--- src/sv/srbf_pkg.sv ---
package srbf_pkg;

  // store geometry
  localparam int STORE_DEPTH = 64;
  localparam int SAMPLE_BITS = 10;
  localparam int IDX_BITS    = $clog2(STORE_DEPTH);

  // frame layout
  localparam int          LOW_BITS  = 6;
  localparam logic [7:0]  HIGH_MARK = 8'h80;
  localparam logic [6:0]  LOW_MARK  = 7'h40;

  // configuration register reset values
  localparam logic [7:0]  START_CODE_RST = 8'h5A;
  localparam logic [7:0]  STOP_CODE_RST  = 8'h55;

  // item kinds
  localparam logic [1:0]  CMD_SAMPLE = 2'd0;
  localparam logic [1:0]  CMD_HOST   = 2'd1;
  localparam logic [1:0]  CMD_DRAIN  = 2'd2;

  // configuration register indexes
  localparam int          CFG_IDX_BITS   = 2;
  localparam logic [1:0]  REG_START_CODE = 2'd0;
  localparam logic [1:0]  REG_STOP_CODE  = 2'd1;

  // controller to datapath
  typedef struct packed {
    logic wr_sample;
    logic do_host;
    logic rd_issue;
    logic load_out;
  } srbf_cmd_t;

  // datapath to controller
  typedef struct packed {
    logic capture;
    logic empty;
    logic rd_last;
    logic out_free;
  } srbf_stat_t;

  // wrapping index increment
  function automatic logic [IDX_BITS-1:0] next_idx(input logic [IDX_BITS-1:0] idx);
    logic [IDX_BITS-1:0] res;
    if (idx == IDX_BITS'(STORE_DEPTH - 1)) begin
      res = '0;
    end else begin
      res = idx + 1'b1;
    end
    return res;
  endfunction

endpackage

--- src/sv/sample_ring_buffer_framer_top.sv ---
// Circular sample store of 64 ten-bit entries with two-byte framing on drain.
// Samples and host bytes are taken one per cycle when no drain is running;
// a start code clears both indices and enables capture, a stop code disables
// it. A drain request holds the input side while each stored sample gets a
// registered store read, then a load of the output register that waits
// while the output is stalled; a drain with nothing stored does not hold it.
// The output register lets the final frame wait while the next item is taken.
// Configuration writes are always ready and take effect on the next cycle.
module sample_ring_buffer_framer_top
  import srbf_pkg::*;
(
  input  logic                    clk_i,
  input  logic                    rst_ni,
  input  logic                    in_valid_i,
  output logic                    in_stall_o,
  input  logic [1:0]              command_i,
  input  logic [SAMPLE_BITS-1:0]  sample_value_i,
  input  logic [7:0]              host_byte_i,
  output logic                    out_valid_o,
  input  logic                    out_stall_i,
  output logic [7:0]              high_frame_byte_o,
  output logic [6:0]              low_frame_byte_o,
  output logic                    last_of_run_o,
  input  logic                    cfg_valid_i,
  output logic                    cfg_ready_o,
  input  logic [CFG_IDX_BITS-1:0] cfg_index_i,
  input  logic [7:0]              cfg_data_i
);

  srbf_cmd_t  cmd;
  srbf_stat_t stat;

  assign cfg_ready_o = 1'b1;

  // sequencer
  srbf_ctrl u_ctrl (
    .clk_i      (clk_i),
    .rst_ni     (rst_ni),
    .in_valid_i (in_valid_i),
    .in_stall_o (in_stall_o),
    .command_i  (command_i),
    .stat_i     (stat),
    .cmd_o      (cmd)
  );

  // store, indices and framing
  srbf_datapath u_datapath (
    .clk_i             (clk_i),
    .rst_ni            (rst_ni),
    .cmd_i             (cmd),
    .stat_o            (stat),
    .sample_value_i    (sample_value_i),
    .host_byte_i       (host_byte_i),
    .cfg_valid_i       (cfg_valid_i),
    .cfg_index_i       (cfg_index_i),
    .cfg_data_i        (cfg_data_i),
    .out_stall_i       (out_stall_i),
    .out_valid_o       (out_valid_o),
    .high_frame_byte_o (high_frame_byte_o),
    .low_frame_byte_o  (low_frame_byte_o),
    .last_of_run_o     (last_of_run_o)
  );

endmodule

--- src/sv/srbf_ctrl.sv ---
module srbf_ctrl
  import srbf_pkg::*;
(
  input  logic       clk_i,
  input  logic       rst_ni,
  input  logic       in_valid_i,
  output logic       in_stall_o,
  input  logic [1:0] command_i,
  input  srbf_stat_t stat_i,
  output srbf_cmd_t  cmd_o
);

  typedef enum logic [2:0] {
    ST_IDLE = 3'b001,
    ST_READ = 3'b010,
    ST_LOAD = 3'b100
  } state_e;

  state_e state_q, state_d;
  logic   accept;

  // input taken only between drain runs
  assign in_stall_o = (state_q != ST_IDLE);
  assign accept     = in_valid_i & ~in_stall_o;

  // next state and commands
  always_comb begin
    state_d = state_q;
    cmd_o   = '0;
    unique case (state_q)
      ST_IDLE: begin
        if (accept) begin
          case (command_i)
            CMD_SAMPLE: cmd_o.wr_sample = stat_i.capture;
            CMD_HOST:   cmd_o.do_host   = 1'b1;
            CMD_DRAIN: begin
              if (stat_i.capture && !stat_i.empty) begin
                state_d = ST_READ;
              end
            end
            default: ;
          endcase
        end
      end
      ST_READ: begin
        cmd_o.rd_issue = 1'b1;
        state_d        = ST_LOAD;
      end
      ST_LOAD: begin
        if (stat_i.out_free) begin
          cmd_o.load_out = 1'b1;
          state_d        = stat_i.rd_last ? ST_IDLE : ST_READ;
        end
      end
      default: state_d = ST_IDLE;
    endcase
  end

  // state register
  always_ff @(posedge clk_i or negedge rst_ni) begin
    if (!rst_ni) begin
      state_q <= ST_IDLE;
    end else begin
      state_q <= state_d;
    end
  end

endmodule

--- src/sv/srbf_datapath.sv ---
module srbf_datapath
  import srbf_pkg::*;
(
  input  logic                    clk_i,
  input  logic                    rst_ni,
  input  srbf_cmd_t               cmd_i,
  output srbf_stat_t              stat_o,
  input  logic [SAMPLE_BITS-1:0]  sample_value_i,
  input  logic [7:0]              host_byte_i,
  input  logic                    cfg_valid_i,
  input  logic [CFG_IDX_BITS-1:0] cfg_index_i,
  input  logic [7:0]              cfg_data_i,
  input  logic                    out_stall_i,
  output logic                    out_valid_o,
  output logic [7:0]              high_frame_byte_o,
  output logic [6:0]              low_frame_byte_o,
  output logic                    last_of_run_o
);

  logic [SAMPLE_BITS-1:0] store_q [STORE_DEPTH];
  logic [SAMPLE_BITS-1:0] rdata_q;
  logic [IDX_BITS-1:0]    write_q, read_q, read_nxt;
  logic                   cap_q, rd_last_q;
  logic [7:0]             start_code_q, stop_code_q;
  logic                   out_valid_q, out_valid_d;
  logic [7:0]             high_q;
  logic [6:0]             low_q;
  logic                   last_q;

  assign read_nxt = next_idx(read_q);

  // status to controller
  assign stat_o.capture  = cap_q;
  assign stat_o.empty    = (read_q == write_q);
  assign stat_o.rd_last  = rd_last_q;
  assign stat_o.out_free = ~out_valid_q | ~out_stall_i;

  // sample store and registered read port
  always_ff @(posedge clk_i) begin
    if (cmd_i.wr_sample) begin
      store_q[write_q] <= sample_value_i;
    end
    if (cmd_i.rd_issue) begin
      rdata_q <= store_q[read_q];
    end
  end

  // indices, capture flag and end-of-run marker
  always_ff @(posedge clk_i or negedge rst_ni) begin
    if (!rst_ni) begin
      write_q   <= '0;
      read_q    <= '0;
      cap_q     <= 1'b0;
      rd_last_q <= 1'b0;
    end else begin
      if (cmd_i.wr_sample) begin
        write_q <= next_idx(write_q);
      end
      if (cmd_i.do_host) begin
        if (host_byte_i == start_code_q) begin
          write_q <= '0;
          read_q  <= '0;
          cap_q   <= 1'b1;
        end else if (host_byte_i == stop_code_q) begin
          cap_q <= 1'b0;
        end
      end
      if (cmd_i.rd_issue) begin
        read_q    <= read_nxt;
        rd_last_q <= (read_nxt == write_q);
      end
    end
  end

  // configuration registers
  always_ff @(posedge clk_i or negedge rst_ni) begin
    if (!rst_ni) begin
      start_code_q <= START_CODE_RST;
      stop_code_q  <= STOP_CODE_RST;
    end else if (cfg_valid_i) begin
      unique case (cfg_index_i)
        REG_START_CODE: start_code_q <= cfg_data_i;
        REG_STOP_CODE:  stop_code_q  <= cfg_data_i;
        default: ;
      endcase
    end
  end

  // output register valid
  always_comb begin
    if (cmd_i.load_out) begin
      out_valid_d = 1'b1;
    end else if (!out_stall_i) begin
      out_valid_d = 1'b0;
    end else begin
      out_valid_d = out_valid_q;
    end
  end

  always_ff @(posedge clk_i or negedge rst_ni) begin
    if (!rst_ni) begin
      out_valid_q <= 1'b0;
    end else begin
      out_valid_q <= out_valid_d;
    end
  end

  // frame bytes
  always_ff @(posedge clk_i) begin
    if (cmd_i.load_out) begin
      high_q <= HIGH_MARK | 8'(rdata_q >> LOW_BITS);
      low_q  <= LOW_MARK | {1'b0, rdata_q[LOW_BITS-1:0]};
      last_q <= rd_last_q;
    end
  end

  assign out_valid_o       = out_valid_q;
  assign high_frame_byte_o = high_q;
  assign low_frame_byte_o  = low_q;
  assign last_of_run_o     = last_q;

endmodule

--- config.mk ---
export PLATFORM = sky130hd
export DESIGN_NAME = sample_ring_buffer_framer_top
export DESIGN_NICKNAME = d
export VERILOG_FILES = /design/src/sv/srbf_pkg.sv /design/src/sv/sample_ring_buffer_framer_top.sv /design/src/sv/srbf_ctrl.sv /design/src/sv/srbf_datapath.sv
export SDC_FILE = /design/constraint.sdc
export NUM_CORES = 1
export LEC_CHECK = 0
export BUFFER_PORTS_ARGS = -buffer_cell sky130_fd_sc_hd__buf_2
export CAP_MARGIN = 20
export CORE_MARGIN = 5
export CORE_UTILIZATION = 60
export CTS_BUF_LIST = sky130_fd_sc_hd__clkbuf_4
export DETAILED_ROUTE_END_ITERATION = 10
export PLACE_DENSITY = 0.77
export SLEW_MARGIN = 20
export SYNTH_ARGS = -nofsm -noshare
export SYNTH_HDL_FRONTEND = slang
export SYNTH_SLANG_ARGS = --single-unit
--- constraint.sdc ---
create_clock -name clk_i -period 2.9 [get_ports clk_i]
set_input_delay 0.145 -clock clk_i [delete_from_list [all_inputs] [get_ports clk_i]]
set_output_delay 0.145 -clock clk_i [all_outputs]
set_load 0.03 [all_outputs]
Yosys cells after proc, flatten, opt, wreduce, memory -nomap -nowiden
Memory sizes are Yosys's and may differ from the RTL's. A register that Yosys moved wholly into a read port is not among the register bits.
Index checks and enable logic that the tools add are counted.

storage, ports and cells
  register bits after elaboration = 45
  RAM bits = 640
  memories kept = 1

memories
  memory              depth  bits a word  rd ports  clocked after Yosys merged registers in  wr ports  RTL line             RTL
  u_datapath.store_q  64     10           1         1                                        1         srbf_datapath.sv:20  logic [SAMPLE_BITS-1:0] store_q [STORE_DEPTH];

cells by class
  $add $sub $neg = 2
  muxes and demuxes = 27
  reductions and logical operators = 12
  bitwise operators = 5
  equal/unequal tests = 18

operator list
  operator             count
  $mux 6               8
  $eq 8x8->1           2
  $add 6x1->6 const B  2
  $eq 6x6->1           2
  $eq 6x6->1 const B   2
  $mux 3               4
  $mux 1               11
  $pmux 3 s3           1
  $reduce_and 2->1     4
  $mux 2               3
  $ne 2x1->1 const B   3
  $reduce_bool 2->1    3
  $eq 2x1->1 const B   2
  $logic_not 2->1      2
  $ne 2x2->1 const B   2
  $reduce_and 4->1     1
  $eq 3x1->1 const B   1
  $eq 3x2->1 const B   1
  $eq 3x3->1 const B   1
  $ne 3x1->1 const B   1
  $not 1->1            3
  $eq 2x2->1 const B   1
  $and 1x1->1          1
  $logic_and 1x1->1    1
  2 further kinds      2

Longest topological paths before layout
  depth after elaboration = 8
  mapped depth = 9
  gate-level depth less buffers = 6

Hierarchy
From an unflattened synthesis, not the netlist that was laid out.

unflattened totals
  cell total of the unflattened synthesis = 1361
  area, all modules = 27328.7 µm²

modules (own cells, without submodules)
  module                         cells each  area each (µm²)  instances
  srbf_datapath                  1339        27126.0          1
  srbf_ctrl                      20          191.4            1
  sample_ring_buffer_framer_top  2           11.3             1

Least setup slack after synthesis
No wires, ideal clock.

  kind = reg-to-reg
  from = register u_ctrl.state_q[0]
  to = memory u_datapath.store_q[40][0], enable pin
  required time = 2.524 ns
  cell stages (with the launch flop) = 7
  clock period less this slack = 2.413 ns
  setup slack = 0.487 ns
  path buffers = 1
  data arrival time = 2.037 ns
  library setup time = 0.376 ns
  cell sequence = dfstp_2 -> nor3b_2 -> and2_1 -> buf_2 -> nor2b_1 -> nand2_1 -> nor2_1

between the ends
  cells in the longest elaborated chain, start to end = 7

RTL lines
  element                         RTL line             RTL
  start, declared                 srbf_ctrl.sv:19      state_e state_q, state_d;
  start signal, assigned          srbf_ctrl.sv:64      state_q <= state_d;
  $ne 3x1->1                      srbf_ctrl.sv:23      assign in_stall_o = (state_q != ST_IDLE);
  $not 1->1                       srbf_ctrl.sv:24      assign accept = in_valid_i & ~in_stall_o;
  $and 1x1->1                     srbf_ctrl.sv:24
  $mux 2                          srbf_ctrl.sv:32      if (accept) begin
  $mux 2 *                        srbf_ctrl.sv:30      unique case (state_q)
  $mux 1 *                        srbf_datapath.sv:40  if (cmd_i.wr_sample) begin
  $mux 1 (not written as such) *  srbf_datapath.sv:41  store_q[write_q] <= sample_value_i;
  end, declared                   srbf_datapath.sv:20

Every way passes the cells marked *; elsewhere a longest branch is shown, timed or not.

Worst setup path after layout
  from = register u_datapath.start_code_q[1]
  to = register u_datapath.read_q[2]

between the ends
  cells in the longest elaborated chain, start to end = 3

RTL lines
  element                             RTL line             RTL
  start, declared                     srbf_datapath.sv:24  logic [7:0] start_code_q, stop_code_q;
  start signal, assigned              srbf_datapath.sv:82  REG_START_CODE: start_code_q <= cfg_data_i;
  $eq 8x8->1                          srbf_datapath.sv:60  if (host_byte_i == start_code_q) begin
  $reduce_bool 2->1 (no source line)  --
  $reduce_and 2->1 (no source line)   --
  end signal, assigned                srbf_datapath.sv:69  read_q <= read_nxt;
  end, declared                       srbf_datapath.sv:22  logic [IDX_BITS-1:0] write_q, read_q, read_nxt;

Every way passes these cells.
A chain may end at the register's enable or synchronous reset.

==> flow_metrics.py <==
metrics = {
    "logic_synthesis": {
        "synth_seq_cells": 695,
        "async_reset_ff_frac": 0.0489,
        "synth_edf_count": 661,
        "syn_inst": 1373,
        "syn_area_sq_um": 27400,
        "synth.avg_cell_area_sq_um": 20.0,
        "ys_top_cells_by_area": "edfxtp_1 72%, mux4_2 11%, dfrtp_1 2.3%",
        "synth_seq_area_share": 0.756,
        "yosysWarningCount": 0,
        "yosys.area.top_type": "edfxtp_1",
        "ys_types": 64,
        "synth_top_cell_area_share": 0.724,
        "synthFlopType": "edfxtp_1",
    },
    "global_route": {
        "grt.total_usage": 0.264,
        "grt_max_degree": 65,
        "grt_pass1_wl_um": 96600,
        "grt_pass1_vias": 15700,
        "overflow": 0,
        "antenna_found_initial": 2,
    },
    "worst_setup_path": {
        "start_kind": "flip-flop",
        "end_kind": "flip-flop",
        "crit_arrival_ns": 3.61,
        "path_max_fanout": 12,
        "critPathRequiredTime_ns": 3.72,
        "crit_type": "reg -> reg",
    },
    "timing": {
        "setup_violations": 0,
        "holdWs_ns": 0.177,
        "hold_viol": 0,
        "fin_ws_ns": 0.119,
        "post-route-min-period_ns": 2.78,
        "fmax_mhz": 360,
        "slew-limit-headroom": 0.362,
        "final-max-slew-violation-count": 0,
        "rsz0062_at_grt": "no",
        "skew_ns": 0.0620,
        "post-route-period-util": 0.959,
        "worst_pin_slew_ns": 0.956,
    },
    "floorplanning": {
        "die_x_um": 224,
        "io_pins": 54,
        "rows": 78,
        "dieArea_sq_um": 50000,
        "core_sq_um": 45300,
        "die_h_um": 224,
        "start_util": 0.605,
    },
    "route": {
        "drt_iter0_drc": 2083,
        "firstDrtPassIters": 7,
        "viasPerCell": 6.28,
        "wl_per_cell_um": 26.7,
        "vias": 15200,
        "ant_nets": 0,
        "wirelength_um": 64600,
        "drc": 0,
    },
    "run_status": {
        "status": "complete, no violations",
    },
    "clock_tree": {
        "cts-buffers-inserted": 165,
        "htreeDepth": 4,
        "clk_latency_ns": 0.98,
        "cts_root_buf": "clkbuf_4",
        "cts_tree": "done",
        "clk_path_buf_depth": 3,
        "clock_sinks": 695,
        "path_clk_slew_ns": 0.07,
    },
    "pwr": {
        "seq_power_share": 0.558,
        "ir_drop_mv": 0.337,
        "clkPwrFrac": 0.384,
        "p_switching_mw": 4.42,
        "intPower_mw": 15.5,
        "netSwitchingFraction": 0.221,
        "leakage_nw": 10.6,
        "comb_power_share": 0.059,
        "p_per_area_nw_per_um2": 630,
    },
    "layout": {
        "fillers": 2737,
        "drive_gt1_frac": 0.356,
        "areaGrowthSynthToFinish_pct": 15.6,
        "final_nets": 1744,
        "post-route-util": 0.700,
    },
    "placed_design": {
        "io_buffer_count": 47,
        "hpwl_um": 40400,
        "globalplace.congestion": 0.889,
        "dp_slack_ns": -0.0671,
    },
    "hold_path": {
        "hp-class": "in -> reg",
    },
    "run": {
        "max_cap_violations": 0,
    },
}
[cells in the mapped netlist (6+ instances only)]
library cell	number
mux4_2	134
xor2_1	10
o21ai_1	15
o21ai_0	7
nor2_1	90
a22oi_1	33
mux2i_1	31
nand3_1	13
nand2_1	28
nor2b_1	11
xnor2_1	18
a21oi_1	25
o211ai_1	8
dfstp_2	9
a22o_1	14
edfxtp_1	661
o221ai_1	10
mux2_2	40
buf_2	23
o21a_1	7
buf_6	14
a221oi_1	10
inv_1	6
nand4_1	6
buf_4	11
dfrtp_1	25
nor3_1	8
clkbuf_1	30
[per-stage QoR]
stage	area, sq um	cells	TNS [ns]	power (mW)
2_1_floorplan	27400	1377	0	11.9
3_3_place_gp	29100	2088	-0.0236	12.4
3_5_place_dp	29100	2088	-0.0730	12.4
4_1_cts	31700	2413	0	20.1
5_1_grt	31700	2415	0	20.8
6_report	31700	2415	0	20.0
[cell type report]
class | count | area, sq um | share of cell area
Clock inverter | 40 | 280 | 0.00885
Antenna cell | 2 | 5.00 | 0.000158
Timing Repair Buffer | 246 | 1970 | 0.0623
Sequential cell | 695 | 20700 | 0.654
Tap cell | 600 | 751 | 0.0237
Inverter | 7 | 26.3 | 0.000829
Clock buffer | 233 | 1750 | 0.0552
Multi-Input combinational cell | 592 | 6180 | 0.195
[logic make-up (layout without fill, tap and decap cells)]
kind of cell               Yosys count  count (layout)  share of synthesized area
DFF                                695             695                      0.756
xor gates and xnor gates            28              28                    0.00895
muxes                              207             207                      0.139
buffers and inverters               90             526                     0.0195
and+or+nand+nor                    186             186                     0.0320
AOI/OAI and AO/OA                  163             163                     0.0438
other                                2               8                   0.000274
adders and majority gates            2               2                   0.000913
[layout by cell type (no fill, tap or decap), drive strengths merged, types with 28 or more instances in the layout]
master / Yosys / final
edfxtp: 661 / 661
clkbuf: 31 / 233
buf: 52 / 200
mux4: 134 / 134
nor2: 90 / 90
dlygate4sd3: 0 / 46
mux2: 42 / 42
a22oi: 33 / 33
mux2i: 31 / 31
clkinv: 1 / 30
nand2: 28 / 28
[path summary, 6_finish.rpt]
| check | from | to | slack (ns) | depth (start not counted) |
|---|---|---|---|---|
| max | u_datapath.start_code_q[1]$_DFFE_PN1P_ | u_datapath.read_q[2]$_DFFE_PN0P_ | 0.12 | 8 |
| min | host_byte_i[2] | u_datapath.cap_q$_DFFE_PN0P_ | 0.18 | 5 |
| max reg2reg | u_datapath.start_code_q[1]$_DFFE_PN1P_ | u_datapath.read_q[2]$_DFFE_PN0P_ | 0.12 | 8 |
| min reg2reg | u_datapath.rdata_q[3]$_DFFE_PP_ | u_datapath.low_frame_byte_o[3]$_DFFE_PP_ | 0.47 | 0 |
| max in group asynchronous | rst_ni | u_datapath.start_code_q[0]$_DFFE_PN0P_ | 2.30 | 4 |
| min in group asynchronous | rst_ni | u_ctrl.state_q[0]$_DFFE_PN1P_ | 0.40 | 3 |
[state kept, by name, indices dropped and copies added (netlist names)]
name and count:
u_datapath.store_q 640, u_datapath.rdata_q 10, u_datapath.start_code_q 8, u_datapath.stop_code_q 8
u_datapath.low_frame_byte_o 6, u_datapath.read_q 6, u_datapath.write_q 6, u_datapath.high_frame_byte_o 4
u_ctrl.state_q 3, u_datapath.cap_q 1, u_datapath.last_of_run_o 1, u_datapath.out_valid_o 1
u_datapath.rd_last_q 1
[power groups by stage]
stage	clock [mW]	sequential, mW	combinational [mW]
after global routing	8.43	11.1	1.24
after CTS	7.83	11.1	1.16
after floorplan	0	11.3	0.603
final	7.66	11.1	1.17
after detailed placement	0	11.3	1.10
after global placement	0	11.3	1.07
[worst max-delay path: stages (launching register included)]
cell,delay [ns]
dfstp_2,0.55
xnor2_1,0.17
nand4_1,0.13
dlygate4sd3_1,0.60
nor3_2,0.21
dlygate4sd3_1,0.61
buf_6,0.17
mux2_1,0.15
o22ai_1,0.07
[timing repair]
| action | CTS | global route |
|---|---|---|
| gates cloned | 0 | 0 |
| setup buffers | 5 | 0 |
| gates resized for setup | 1 | 2 |
| endpoints found under the setup margin | 2 | 2 |
| hold endpoints to repair | 614 | 0 |
| hold buffers | 47 | 0 |
[metal layers]
| metal | wire length (um) | vias up | track usage |
|---|---|---|---|
| li1 | - | 6403 | - |
| met1 | 25000 | 7760 | 0.362 |
| met2 | 31300 | 871 | 0.412 |
| met3 | 6100 | 135 | 0.0693 |
| met4 | 2160 | 0 | 0.108 |
| met5 | 0 | - | 0 |
Power figures use the tool's default switching activity.
